===== config.mk =====
export PLATFORM = sky130hd
export DESIGN_NAME = oscillator_trim_search
export DESIGN_NICKNAME = d
export VERILOG_FILES = /design/src/hdl/ots_pkg.sv /design/src/hdl/ots_step.sv /design/src/hdl/oscillator_trim_search.sv
export SDC_FILE = /design/constraint.sdc
export NUM_CORES = 1
export LEC_CHECK = 0
export BUFFER_PORTS_ARGS = -buffer_cell sky130_fd_sc_hd__buf_4
export CAP_MARGIN = 30
export CORE_ASPECT_RATIO = 0.7
export CORE_MARGIN = 1.5
export CORE_UTILIZATION = 55
export CTS_CLUSTER_DIAMETER = 60
export DETAILED_ROUTE_END_ITERATION = 6
export HOLD_SLACK_MARGIN = 0.1
export PLACE_DENSITY = 0.74
export SYNTH_ARGS = -nofsm -noshare
export SYNTH_HDL_FRONTEND = slang
export SYNTH_SLANG_ARGS = --single-unit

===== constraint.sdc =====
create_clock -name clk -period 7.5 [get_ports clk]
set_input_delay 1.125 -clock clk [delete_from_list [all_inputs] [get_ports clk]]
set_output_delay 1.125 -clock clk [all_outputs]
set_load 0.01 [all_outputs]

===== src/hdl/ots_pkg.sv =====
// ----------------------------------------------------------------------------
// ots_pkg
// Shared constants and types for the oscillator trim search block.
// ----------------------------------------------------------------------------
package ots_pkg;

	localparam int COUNT_BITS_DEF    = 20;
	localparam int TRIM_BITS_DEF     = 8;
	localparam int IDEAL_COUNT_RESET = 895;

	localparam logic OP_BEGIN   = 1'b0;
	localparam logic OP_MEASURE = 1'b1;

	typedef struct packed {
		logic was_above;
		logic was_below;
		logic search_done;
	} flags_t;

	typedef struct packed {
		logic finished;
		logic apply_trim;
	} res_t;

endpackage


===== src/hdl/ots_step.sv =====
// ----------------------------------------------------------------------------
// ots_step
// One search step: next trim, history and result flags for one item.
// ----------------------------------------------------------------------------
module ots_step #(
	parameter int COUNT_BITS = ots_pkg::COUNT_BITS_DEF,
	parameter int TRIM_BITS  = ots_pkg::TRIM_BITS_DEF
) (
	input  logic                  opcode,
	input  logic [COUNT_BITS-1:0] measured_count,
	input  logic [TRIM_BITS-1:0]  start_trim,
	input  logic [COUNT_BITS-1:0] ideal_count,
	input  logic [TRIM_BITS-1:0]  trim_now,
	input  logic [TRIM_BITS-1:0]  trim_before,
	input  logic [COUNT_BITS-1:0] count_before,
	input  ots_pkg::flags_t       flags,
	output logic [TRIM_BITS-1:0]  trim_now_nxt,
	output logic [TRIM_BITS-1:0]  trim_before_nxt,
	output logic [COUNT_BITS-1:0] count_before_nxt,
	output ots_pkg::flags_t       flags_nxt,
	output ots_pkg::res_t         res
);
	import ots_pkg::*;

	localparam logic [TRIM_BITS-1:0]  TRIM_MAX = '1;
	localparam logic [COUNT_BITS-1:0] ONE      = COUNT_BITS'(1);

	logic [COUNT_BITS-1:0] d_lo;
	logic [COUNT_BITS-1:0] d_hi;
	logic [COUNT_BITS-1:0] d_prev;
	logic                  is_low;
	logic                  is_high;

	assign is_low  = measured_count < ideal_count;
	assign is_high = measured_count > ideal_count;
	assign d_lo    = ideal_count - measured_count;
	assign d_hi    = measured_count - ideal_count;
	assign d_prev  = (count_before > ideal_count) ? (count_before - ideal_count)
	                                              : (ideal_count - count_before);

	always_comb begin
		trim_now_nxt     = trim_now;
		trim_before_nxt  = trim_before;
		count_before_nxt = count_before;
		flags_nxt        = flags;
		res.apply_trim   = 1'b0;
		if (opcode == OP_BEGIN) begin
			trim_now_nxt     = start_trim;
			trim_before_nxt  = '0;
			count_before_nxt = '0;
			flags_nxt        = '0;
		end else if (!flags.search_done) begin
			priority if (is_low) begin
				res.apply_trim = 1'b1;
				if (flags.was_above) begin
					if (d_lo > d_prev)
						trim_now_nxt = trim_before;
					flags_nxt.search_done = 1'b1;
				end else if (d_lo == ONE) begin
					flags_nxt.search_done = 1'b1;
				end else begin
					trim_before_nxt     = trim_now;
					trim_now_nxt        = (trim_now < TRIM_MAX) ? trim_now + 1'b1 : trim_now;
					flags_nxt.was_below = 1'b1;
					count_before_nxt    = measured_count;
				end
			end else if (is_high) begin
				res.apply_trim = 1'b1;
				if (flags.was_below) begin
					if (d_hi > d_prev)
						trim_now_nxt = trim_before;
					flags_nxt.search_done = 1'b1;
				end else if (d_hi == ONE) begin
					flags_nxt.search_done = 1'b1;
				end else begin
					trim_before_nxt     = trim_now;
					trim_now_nxt        = (trim_now != '0) ? trim_now - 1'b1 : trim_now;
					flags_nxt.was_above = 1'b1;
					count_before_nxt    = measured_count;
				end
			end else begin
				flags_nxt.search_done = 1'b1;
			end
		end
		res.finished = flags_nxt.search_done;
	end

endmodule


===== src/hdl/oscillator_trim_search.sv =====
// ----------------------------------------------------------------------------
// oscillator_trim_search
// Steps an oscillator trim toward a target window count, one result per item.
// ----------------------------------------------------------------------------
// channel | direction | signals                    | contents
// s_      | in        | s_tvalid s_tready s_tdata  | count, start trim; tuser opcode
// m_      | out       | m_tvalid m_tready m_tdata  | trim value; tuser apply, finished
// cfg_    | in        | cfg_valid cfg_ready cfg_data | ideal count
//
// Input beat to output beat passes the input register, step logic and the
// result register. One item per cycle sustained while the output is not stalled.
// Reset: search idle (finished), ideal count 895; cfg_ready is always high.
// A stalled output holds the result; the input register still takes a beat,
// then s_tready drops until the output moves.
// ----------------------------------------------------------------------------
module oscillator_trim_search #(
	parameter int COUNT_BITS = ots_pkg::COUNT_BITS_DEF,
	parameter int TRIM_BITS  = ots_pkg::TRIM_BITS_DEF,
	localparam int IN_W      = ((COUNT_BITS + TRIM_BITS + 7) / 8) * 8,
	localparam int OUT_W     = ((TRIM_BITS + 7) / 8) * 8
) (
	input  logic                  clk,
	input  logic                  arst_n,
	input  logic                  s_tvalid,
	output logic                  s_tready,
	input  logic [IN_W-1:0]       s_tdata,   // measured_count, start_trim, zero pad
	input  logic                  s_tuser,   // opcode
	output logic                  m_tvalid,
	input  logic                  m_tready,
	output logic [OUT_W-1:0]      m_tdata,   // trim_value, zero pad
	output logic [1:0]            m_tuser,   // apply_trim, finished
	input  logic                  cfg_valid,
	output logic                  cfg_ready,
	input  logic [COUNT_BITS-1:0] cfg_data
);
	import ots_pkg::*;

	localparam logic [COUNT_BITS-1:0] IDEAL_RST = COUNT_BITS'(IDEAL_COUNT_RESET);

	logic                  valid_s1;
	logic                  op_s1;
	logic [COUNT_BITS-1:0] cnt_s1;
	logic [TRIM_BITS-1:0]  start_s1;
	logic                  advance;

	logic [COUNT_BITS-1:0] ideal_q;
	logic [TRIM_BITS-1:0]  trim_now_q;
	logic [TRIM_BITS-1:0]  trim_before_q;
	logic [COUNT_BITS-1:0] count_before_q;
	flags_t                flags_q;

	logic [TRIM_BITS-1:0]  trim_now_nxt;
	logic [TRIM_BITS-1:0]  trim_before_nxt;
	logic [COUNT_BITS-1:0] count_before_nxt;
	flags_t                flags_nxt;
	res_t                  res;

	logic                  valid_s2;
	logic [TRIM_BITS-1:0]  trim_s2;
	res_t                  res_s2;

	assign advance   = !valid_s2 || m_tready;
	assign s_tready  = !valid_s1 || advance;
	assign cfg_ready = 1'b1;

	always_ff @(posedge clk or negedge arst_n) begin
		if (!arst_n) begin
			ideal_q <= IDEAL_RST;
		end else if (cfg_valid) begin
			ideal_q <= cfg_data;
		end
	end

	always_ff @(posedge clk or negedge arst_n) begin
		if (!arst_n) begin
			valid_s1 <= 1'b0;
		end else if (s_tready) begin
			valid_s1 <= s_tvalid;
		end
	end

	always_ff @(posedge clk) begin
		if (s_tready && s_tvalid) begin
			op_s1    <= s_tuser;
			cnt_s1   <= s_tdata[COUNT_BITS-1:0];
			start_s1 <= s_tdata[COUNT_BITS+TRIM_BITS-1:COUNT_BITS];
		end
	end

	ots_step #(
		.COUNT_BITS(COUNT_BITS),
		.TRIM_BITS (TRIM_BITS)
	) u_step (
		.opcode          (op_s1),
		.measured_count  (cnt_s1),
		.start_trim      (start_s1),
		.ideal_count     (ideal_q),
		.trim_now        (trim_now_q),
		.trim_before     (trim_before_q),
		.count_before    (count_before_q),
		.flags           (flags_q),
		.trim_now_nxt    (trim_now_nxt),
		.trim_before_nxt (trim_before_nxt),
		.count_before_nxt(count_before_nxt),
		.flags_nxt       (flags_nxt),
		.res             (res)
	);

	always_ff @(posedge clk or negedge arst_n) begin
		if (!arst_n) begin
			trim_now_q     <= '0;
			trim_before_q  <= '0;
			count_before_q <= '0;
			flags_q        <= '{was_above: 1'b0, was_below: 1'b0, search_done: 1'b1};
			valid_s2       <= 1'b0;
		end else if (advance) begin
			valid_s2 <= valid_s1;
			if (valid_s1) begin
				trim_now_q     <= trim_now_nxt;
				trim_before_q  <= trim_before_nxt;
				count_before_q <= count_before_nxt;
				flags_q        <= flags_nxt;
			end
		end
	end

	always_ff @(posedge clk) begin
		if (advance && valid_s1) begin
			trim_s2 <= trim_now_nxt;
			res_s2  <= res;
		end
	end

	assign m_tvalid = valid_s2;
	assign m_tdata  = OUT_W'(trim_s2);
	assign m_tuser  = {res_s2.finished, res_s2.apply_trim};

endmodule


==> results of run 1 <==
[stage by stage]
step           setup WS, ns  instances  power [mW]  hold WS [ns]  util [%]
6_report             0.3708       1489       4.048        0.5069     61.55
3_5_place_dp         0.4589       1472       3.448        0.4910     59.80
5_1_grt             0.02316       1489       4.341        0.5303     61.55
2_1_floorplan         1.095       1220       2.652        0.4569         -
3_3_place_gp         0.5677       1472       3.416        0.4714     59.80
4_1_cts              0.4298       1488       3.933        0.5055     61.41
[power by group through the flow]
| stage | sequential, mW | clock, mW | combinational [mW] |
|---|---|---|---|
| 2_1_floorplan | 0.760 | 0 | 1.89 |
| 3_3_place_gp | 0.851 | 0 | 2.56 |
| 3_5_place_dp | 0.855 | 0 | 2.59 |
| 4_1_cts | 0.844 | 0.478 | 2.61 |
| 5_1_grt | 0.866 | 0.499 | 2.98 |
| 6_report | 0.856 | 0.472 | 2.72 |
[logic make-up after synthesis]
group	count (synthesis)	synth area share, %
simple gates	363	17.97
xor+xnor	45	3.836
fa+ha+maj	120	14.91
compound gates	376	25.11
other cells	1	0.03650
mux	49	4.822
buf+inv	166	6.941
flops	100	26.38
[placed cells by master, fill, tap and decap left out, types with 35 or more instances in the layout]
master / instances
ha_1: 115
a21o_1: 35
mux2i_1: 45
a21oi_1: 96
nor2_1: 70
dfrtp_1: 51
o21ai_0: 68
edfxtp_1: 39
inv_1: 97
nand2_1: 107
buf_4: 85
[repair_timing]
item	4_1_cts	5_1_grt
resized for setup	0	6
setup endpoints to repair	0	4
hold buffers	0	0
[final timing paths]
path | startpoint | endpoint | cells after the start
worst max-delay path | ideal_q[4] | m_tdata[2] | 27
worst min-delay path | valid_s1 | m_tvalid | 1
worst max register to register | ideal_q[4] | m_tdata[2] | 27
worst min register to register | valid_s1 | m_tvalid | 1
max in group asynchronous | arst_n | trim_now_q[7] | 1
min in group asynchronous | arst_n | count_before_q[4] | 1
[worst register-to-register path, cell delays in order, from the launching register on]
cell	delay, ns
dfstp_2	0.55
inv_1	0.07
ha_1	0.46
and3_2	0.33
and4_1	0.33
nand3_1	0.25
nand2_1	0.18
buf_4	0.31
mux2i_1	0.28
nand3_1	0.12
nor2_1	0.10
o211ai_1	0.09
o211a_1	0.19
a31oi_1	0.27
xor2_2	0.16
ha_1	0.32
nand4_1	0.09
or2_2	0.29
nor2_1	0.19
nand3_1	0.17
a2111oi_0	0.37
o31ai_1	0.26
o221ai_1	0.23
o21a_1	0.28
buf_4	0.23
mux2i_1	0.09
or3b_1	0.43
a31o_1	0.23
[state kept, by name, indices dropped and copies added, names as in the netlist, 2 cells and up]
name / flops
m_tdata: 8
trim_before_q: 8
cnt_s1: 20
m_tuser: 2
trim_now_q: 8
flags_q: 3
count_before_q: 20
ideal_q: 20
start_s1: 8
[cell type report]
type	instances	share of cell area [%]
sequential	100	24.24
clock buffer	9	2.015
multi-input combinational	954	61.48
tap	236	2.642
inverter	97	3.257
timing repair buffer	86	5.753
clock inverter	7	0.6044
[per-layer routing]
layer	part of all wire [%]	vias to the layer above	track usage [%]
li1	-	4511	-
met1	49	4496	51.92
met3	16	20	14.58
met5	0	-	0
met4	0.74	0	4.432
met2	35	554	38.76
==> flow_metrics.env, run 1 <==
export IMPL_cap_viol_max_count=0
export IMPL_r2r_setup_slack_ns=0.37
export IMPL_viasPerCell=6.435
export IMPL_irDropWorstVdd_uv=273.8
export IMPL_ys_seq_area_share_pct=26.38
export IMPL_finalInstanceArea_sq_um=11180
export IMPL_synth_nets=1398
export IMPL_cts_htree_levels=3
export IMPL_finalNetCount=1426
export IMPL_clk_latency_ns=0.36
export IMPL_grt_pass1_wl_mm=49.38
export IMPL_cp_top_family="simple AND/OR/NAND/NOR gates"
export IMPL_hpwl_mm=25.11
export IMPL_clockBufferDepth=2
export IMPL_synthTopCellsByCount="ha_1 (116), nand2_1 (107), inv_1 (97)"
export IMPL_run_status="finished clean"
export IMPL_maxSlewViolCount=0
export IMPL_post_cts_buffers=0
export IMPL_die_w_microns=166.4
export IMPL_period_share_pct=95.06
export IMPL_ys_top_cells_by_area="ha_1 (14%), dfrtp_1 (12%), edfxtp_1 (11%)"
export IMPL_portBuffers=65
export IMPL_core_area_sq_um=18160
export IMPL_cts_made_buffers=9
export IMPL_grt_overflow_total=0
export IMPL_sw_frac_of_total_pct=50.26
export IMPL_fillers=1621
export IMPL_grt_pass1_vias=8750
export IMPL_cp_num_buf_inv=3
export IMPL_synth_warnings=0
export IMPL_hold_path_class="reg2reg"
export IMPL_p_seq_share_pct=21.2
export IMPL_path_common_cell="nand3_1"
export IMPL_min_period_ns=7.129
export IMPL_cts_sinks=100
export IMPL_final_hold_violation_count=0
export IMPL_cp_arrival_ns=7.25
export IMPL_synth_edf_count=39
export IMPL_seq_area_sq_um=2710
export IMPL_antenna_found_initial=0
export IMPL_synth_async_reset_ratio_pct=61.00
export IMPL_area_delta_synth_final_pct=8.792
export IMPL_leakagePower_nw=5.090
export IMPL_skew_ns=0.01171
export IMPL_rows=41
export IMPL_setup_violations=0
export IMPL_end_kind="register"
export IMPL_synth_most_common_cell="ha_1"
export IMPL_power_density_nw_per_um2=362.1
export IMPL_drtPass1Iterations=5
export IMPL_intPower_mw=2.013
export IMPL_vias=9581
export IMPL_synth_cell_types=94
export IMPL_drive_gt1_share_pct=12.45
export IMPL_die_area_sq_um=19520
export IMPL_comb_power_share_pct=67.2
export IMPL_cts_tree="done"
export IMPL_syn_area_sq_um=10270
export IMPL_synth_top_area_share_pct=14.13
export IMPL_drc_errors=0
export IMPL_grt_max_degree=62
export IMPL_synth_seq_cells=100
export IMPL_tns_ns=0
export IMPL_slew_headroom_pct=41.89
export IMPL_clk_pin_slew_ns=0.08
export IMPL_p_switching_mw=2.034
export IMPL_crit_path_max_incr_delay_ns=0.55
export IMPL_cp_required_ns=7.62
export IMPL_synth_ff_type="dfrtp_1"
export IMPL_initial_core_util_pct=56.58
export IMPL_criticalPathCategory="reg2reg"
export IMPL_crit_fanout=22
export IMPL_critPathLaunchType="register"
export IMPL_rsz0062_at_grt="no"
export IMPL_wire_per_inst_microns=21.26
export IMPL_clock_fmax_mhz=140.3
export IMPL_yosysTopAreaCell="ha_1"
export IMPL_postPlaceCellArea_sq_um=10860
export IMPL_avgSynthCellArea_sq_um=8.422
export IMPL_worst_path_max_delay_cell="dfstp_2"
export IMPL_io_pins=71
export IMPL_tightest_slew_ns=0.8707
export IMPL_die_h_microns=117.4
export IMPL_drt_iter0_drc=1334
export IMPL_power_frac_clock_pct=11.7
export IMPL_wl_mm=31.66
export IMPL_synth_cells=1220
export IMPL_gp_congestion=0.9981
export IMPL_track_usage_pct=32.44
export IMPL_cts_root_buf="clkbuf_16"
export IMPL_postRouteAntennaNets=0
export IMPL_diodes=0
export IMPL_multi_input_area_sq_um=6873
Power figures use the tool's default switching activity.
==> inputs of run 2 (changes only) <==
- CORE_UTILIZATION: 55 -> 45
- PLACE_DENSITY: 0.74 -> default
==> run 2 against run 1 <==
- count of clock-buffer cells in the layout rose by 1
- clock power rose by 4.9%
- sequential power fell by 2%
- non-clock buffer count did not move
- global-route usage fell by 4.4 points
- register-to-register slack barely moved
- die area rose by 22%
- combinational power rose by 2%
- sequential share of layout area fell by 0.26 points
- power rose by 1.5%
- wire length rose by 5.0%
- critical endpoint unchanged
- largest cell class unchanged
- largest power group unchanged
==> flow_metrics.env, run 2 (synthesis results as in run 1) <==
export IMPL_slew_headroom_pct=28.72
export IMPL_cts_hold_buf=0
export IMPL_clk_pin_slew_ns=0.07
export IMPL_cap_viol_max_count=0
export IMPL_cts_sinks=100
export IMPL_layout_commonest_cell="ha_1"
export IMPL_r2r_setup_slack_ns=0.38
export IMPL_io_pins=71
export IMPL_clockBufferDepth=2
export IMPL_die_h_microns=129.4
export IMPL_run_status="finished clean"
export IMPL_cts_made_buffers=9
export IMPL_cts_htree_levels=3
export IMPL_crit_start="ideal_q[9]"
export IMPL_cp_top_family="compound AO/OA/AOI/OAI gates"
export IMPL_drive_gt1_share_pct=12.45
export IMPL_grt_pass1_vias=8232
export IMPL_ctsResizeCount=0
export IMPL_antenna_found_initial=0
export IMPL_leakagePower_nw=5.090
export IMPL_crit_fanout=14
export IMPL_final_hold_violation_count=0
export IMPL_gp_congestion=0.9468
export IMPL_skew_ns=0.01120
export IMPL_totalPowerFinal_mw=4.108
export IMPL_area_delta_synth_final_pct=9.973
export IMPL_grt_max_degree=62
export IMPL_diodes=0
export IMPL_wire_per_inst_microns=21.24
export IMPL_cp_required_ns=7.61
export IMPL_critical_path_depth=28
export IMPL_grt_overflow_total=0
export IMPL_track_usage_pct=28.06
export IMPL_clk_latency_ns=0.36
export IMPL_post_cts_buffers=0
export IMPL_vias=9494
export IMPL_cp_num_buf_inv=3
export IMPL_wl_mm=33.24
export IMPL_period_share_pct=95.00
export IMPL_drt_iter0_drc=1204
export IMPL_worst_path_max_delay_cell="dfstp_2"
export IMPL_hold_start="valid_s1"
export IMPL_reg2reg_from="ideal_q[9]"
export IMPL_cts_tree="done"
export IMPL_maxSlewViolCount=0
export IMPL_criticalPathCategory="reg2reg"
export IMPL_drtPass1Iterations=5
export IMPL_clock_fmax_mhz=140.4
export IMPL_reg_top3="cnt_s1 (20), count_before_q (20), ideal_q (20)"
export IMPL_die_area_sq_um=23760
export IMPL_r2r_end="m_tdata[2]"
export IMPL_power_density_nw_per_um2=363.5
export IMPL_tightest_slew_ns=1.053
export IMPL_hold_path_class="reg2reg"
export IMPL_final_cell_mix="ha_1 (116), nand2_1 (107), inv_1 (97)"
export IMPL_rsz0062_at_grt="no"
export IMPL_tns_ns=0
export IMPL_fillers=2176
export IMPL_viasPerCell=6.066
export IMPL_postRouteAntennaNets=0
export IMPL_core_area_sq_um=22500
export IMPL_crit_path_max_incr_delay_ns=0.56
export IMPL_cp_arrival_ns=7.24
export IMPL_irDropWorstVdd_uv=153.0
export IMPL_portBuffers=65
export IMPL_worst_r2r_path_depth=28
export IMPL_end_kind="register"
export IMPL_finalNetCount=1426
export IMPL_setup_violations=0
export IMPL_drc_errors=0
export IMPL_cts_root_buf="clkbuf_16"
export IMPL_grt_pass1_wl_mm=50.00
export IMPL_hpwl_mm=26.49
export IMPL_rows=46
export IMPL_min_period_ns=7.125
export IMPL_critPathLaunchType="register"
export IMPL_critical_path_endpoint="m_tdata[2]"
export IMPL_initial_core_util_pct=45.66
export IMPL_die_w_microns=183.6
-- run 2: cell count changes in the layout (fill, tap and decap cells not counted), sizes merged --
cell / before / now
buf: 85 / 86
bufinv: 0 / 1
clkinv: 3 / 2
clkinvlp: 0 / 1
inv: 101 / 99
-- run 2: worst min-delay path by stage --
stage          endpoint  slack (ns)  depth (start not counted)
2_1_floorplan  m_tvalid        0.46                          1
3_3_place_gp   m_tvalid        0.47                          1
3_5_place_dp   m_tvalid        0.49                          1
4_1_cts        m_tvalid        0.50                          1
5_1_grt        m_tvalid        0.52                          1
6_report       m_tvalid        0.50                          1
-- run 2: power breakdown --
part | switching [mW] | leakage [nW] | internal [mW]
sequential | 0.150 | 1.11 | 0.689
combinational | 1.69 | 3.83 | 1.09
clock | 0.229 | 0.148 | 0.266
total | 2.06 | 5.09 | 2.04
-- run 2: final cells by class --
class / instances / area (sq um) / share of cell area (%)
Clock buffer: 10 / 229.0 / 2.026
Clock inverter: 6 / 82.58 / 0.7308
Inverter: 97 / 364.1 / 3.222
Multi-Input combinational cell: 954 / 6880 / 60.89
Sequential cell: 100 / 2710 / 23.98
Timing Repair Buffer: 86 / 643.1 / 5.692
Tap cell: 312 / 390.4 / 3.455
-- run 2: layer usage --
metal,wire length (microns),track usage [%],vias to the layer above
li1,-,-,4498
met1,17570,49.04,4434
met2,10650,30.59,543
met3,4821,9.387,19
met4,193,3.568,0
met5,0,0,-
-- run 2: stage by stage --
step,utilization (%),worst slack (ns),hold slack (ns),instance area (sq um),std cells
3_3_place_gp,48.68,0.3486,0.4659,10950,1548
3_5_place_dp,48.68,0.2362,0.4868,10950,1548
5_1_grt,50.21,0.04457,0.5200,11300,1565
4_1_cts,50.06,0.2145,0.5021,11270,1564
2_1_floorplan,-,1.095,0.4569,10270,1220
6_report,50.21,0.3754,0.4993,11300,1565
==> inputs of run 3 (changes only) <==
- clock period: 7.5 -> 8.5 ns (I/O delays scaled with it)
==> run 3 against run 2 <==
- wire length shrank 0.32%
- core utilization shrank 0.58 points
- count of clock-buffer cells in the layout grew 1
- sequential cell count is the same
- clock power shrank 17%
- sequential share of layout area grew 0.28 points
- sequential power shrank 12%
- register-to-register slack gained 0.30 ns
- cell count shrank 0.64%
- combinational power shrank 15%
- global-route usage grew 0.21 points
- critical path type unchanged
==> flow_metrics.env, run 3 (synthesis results as in run 1) <==
export IMPL_clockBufferDepth=2
export IMPL_gp_congestion=0.9464
export IMPL_layout_commonest_cell="ha_1"
export IMPL_period_share_pct=92.07
export IMPL_cts_sinks=100
export IMPL_reg2reg_from="ideal_q[9]"
export IMPL_final_util_pct=49.63
export IMPL_tns_ns=0
export IMPL_tightest_slew_ns=0.9899
export IMPL_cp_arrival_ns=7.90
export IMPL_cts_made_buffers=9
export IMPL_totalPowerFinal_mw=3.512
export IMPL_cp_required_ns=8.58
export IMPL_irDropWorstVdd_uv=144.3
export IMPL_area_delta_synth_final_pct=8.694
export IMPL_die_w_microns=183.6
export IMPL_maxSlewViolCount=0
export IMPL_reg_top3="cnt_s1 (20), count_before_q (20), ideal_q (20)"
export IMPL_critical_path_endpoint="m_tdata[4]"
export IMPL_power_density_nw_per_um2=314.5
export IMPL_critPathLaunchType="register"
export IMPL_drive_gt1_share_pct=11.26
export IMPL_die_area_sq_um=23760
export IMPL_r2r_end="m_tdata[4]"
export IMPL_grt_overflow_total=0
export IMPL_cts_htree_levels=3
export IMPL_grt_max_degree=62
export IMPL_vias=9347
export IMPL_antenna_found_initial=0
export IMPL_clock_fmax_mhz=127.8
export IMPL_initial_core_util_pct=45.66
export IMPL_drt_iter0_drc=1117
export IMPL_run_status="finished clean"
export IMPL_portBuffers=65
export IMPL_cts_hold_buf=0
export IMPL_wl_mm=33.13
export IMPL_core_area_sq_um=22500
export IMPL_setup_violations=0
export IMPL_clk_latency_ns=0.35
export IMPL_final_cell_mix="ha_1 (116), nand2_1 (107), inv_1 (97)"
export IMPL_wire_per_inst_microns=21.30
export IMPL_crit_fanout=10
export IMPL_clk_pin_slew_ns=0.07
export IMPL_r2r_setup_slack_ns=0.67
export IMPL_grt_pass1_wl_mm=50.36
export IMPL_post_cts_buffers=0
export IMPL_track_usage_pct=28.27
export IMPL_grt_pass1_vias=8316
export IMPL_skew_ns=0.007049
export IMPL_cts_tree="done"
export IMPL_io_pins=71
export IMPL_slew_headroom_pct=32.96
export IMPL_end_kind="register"
export IMPL_viasPerCell=6.011
export IMPL_diodes=0
export IMPL_hpwl_mm=26.15
export IMPL_drc_errors=0
export IMPL_criticalPathCategory="reg2reg"
export IMPL_hold_path_class="reg2reg"
export IMPL_die_h_microns=129.4
export IMPL_postRouteAntennaNets=0
export IMPL_fillers=2178
export IMPL_drtPass1Iterations=5
export IMPL_finalNetCount=1416
export IMPL_rows=46
export IMPL_cap_viol_max_count=0
export IMPL_final_hold_violation_count=0
export IMPL_cts_root_buf="clkbuf_16"
export IMPL_crit_start="ideal_q[9]"
export IMPL_ctsResizeCount=0
export IMPL_min_period_ns=7.826
export IMPL_worst_r2r_path_depth=27
export IMPL_leakagePower_nw=5.031
export IMPL_rsz0062_at_grt="no"
[run 3: cell count changes in the layout (fill, tap and decap cells not counted), sizes merged]
cell    change
clkbuf      +1
inv         +1
bufinv      -1
clkinv      -1
buf        -10
[run 3: where the power goes]
part | internal [mW] | total (mW) | switching [mW]
combinational | 0.905 | 2.36 | 1.46
clock | 0.211 | 0.412 | 0.201
sequential | 0.608 | 0.738 | 0.130
total | 1.72 | 3.51 | 1.79
[run 3: area by class of cell]
cell class	instances	area, sq um	share of cell area [%]
Multi-Input combinational cell	954	6852	61.35
Sequential cell	100	2710	24.27
Timing Repair Buffer	76	568.0	5.086
Tap cell	312	390.4	3.495
Inverter	97	364.1	3.260
Clock buffer	11	242.7	2.173
Clock inverter	5	41.29	0.3697
[run 3: how the worst min path moves through the flow]
| stage | start | end | slack (ns) | cells past startpoint |
|---|---|---|---|---|
| final | valid_s1 | m_tvalid | 0.50 | 1 |
| after global routing | trim_before_q[3] | trim_before_q[3] | 0.53 | 1 |
| after CTS | valid_s1 | m_tvalid | 0.51 | 1 |
| after detailed placement | valid_s1 | m_tvalid | 0.50 | 1 |
| after global placement | valid_s1 | m_tvalid | 0.47 | 1 |
| after floorplan | valid_s1 | m_tvalid | 0.46 | 1 |
[run 3: worst max-delay path, cell delays in order, from the launching register on]
cell	delay [ns]
dfstp_2	0.56
inv_1	0.09
ha_1	0.39
nand4_1	0.18
a2111oi_2	0.46
a211oi_2	0.10
o21ai_1	0.45
nand2_1	0.14
nor3_1	0.22
nor2_1	0.10
a221o_1	0.30
a221oi_1	0.30
buf_4	0.19
o21ai_0	0.10
xnor2_1	0.53
ha_1	0.36
a21o_1	0.16
a21o_1	0.16
a21o_1	0.16
a21o_1	0.16
a21oi_1	0.14
nor2_1	0.06
a2111oi_0	0.53
o221ai_1	0.22
o21a_1	0.38
a21bo_2	0.32
a221oi_1	0.62
a21oi_1	0.15
[run 3: per-layer routing]
metal / part of all wire (%) / global-route usage (%)
met1: 54 / 48.83
met2: 32 / 31.15
met3: 13 / 9.949
met4: 0.53 / 3.664
met5: 0 / 0
[run 3: metrics by stage]
stage / hold slack [ns] / cells / setup WS, ns / instance area (sq um)
after floorplan: 0.4569 / 1220 / 2.095 / 10270
after global placement: 0.4725 / 1538 / 0.8841 / 10880
after detailed placement: 0.4962 / 1539 / 0.8576 / 10880
after CTS: 0.5054 / 1555 / 0.8170 / 11170
after global routing: 0.5340 / 1555 / 0.06743 / 11170
final: 0.5040 / 1555 / 0.6739 / 11170
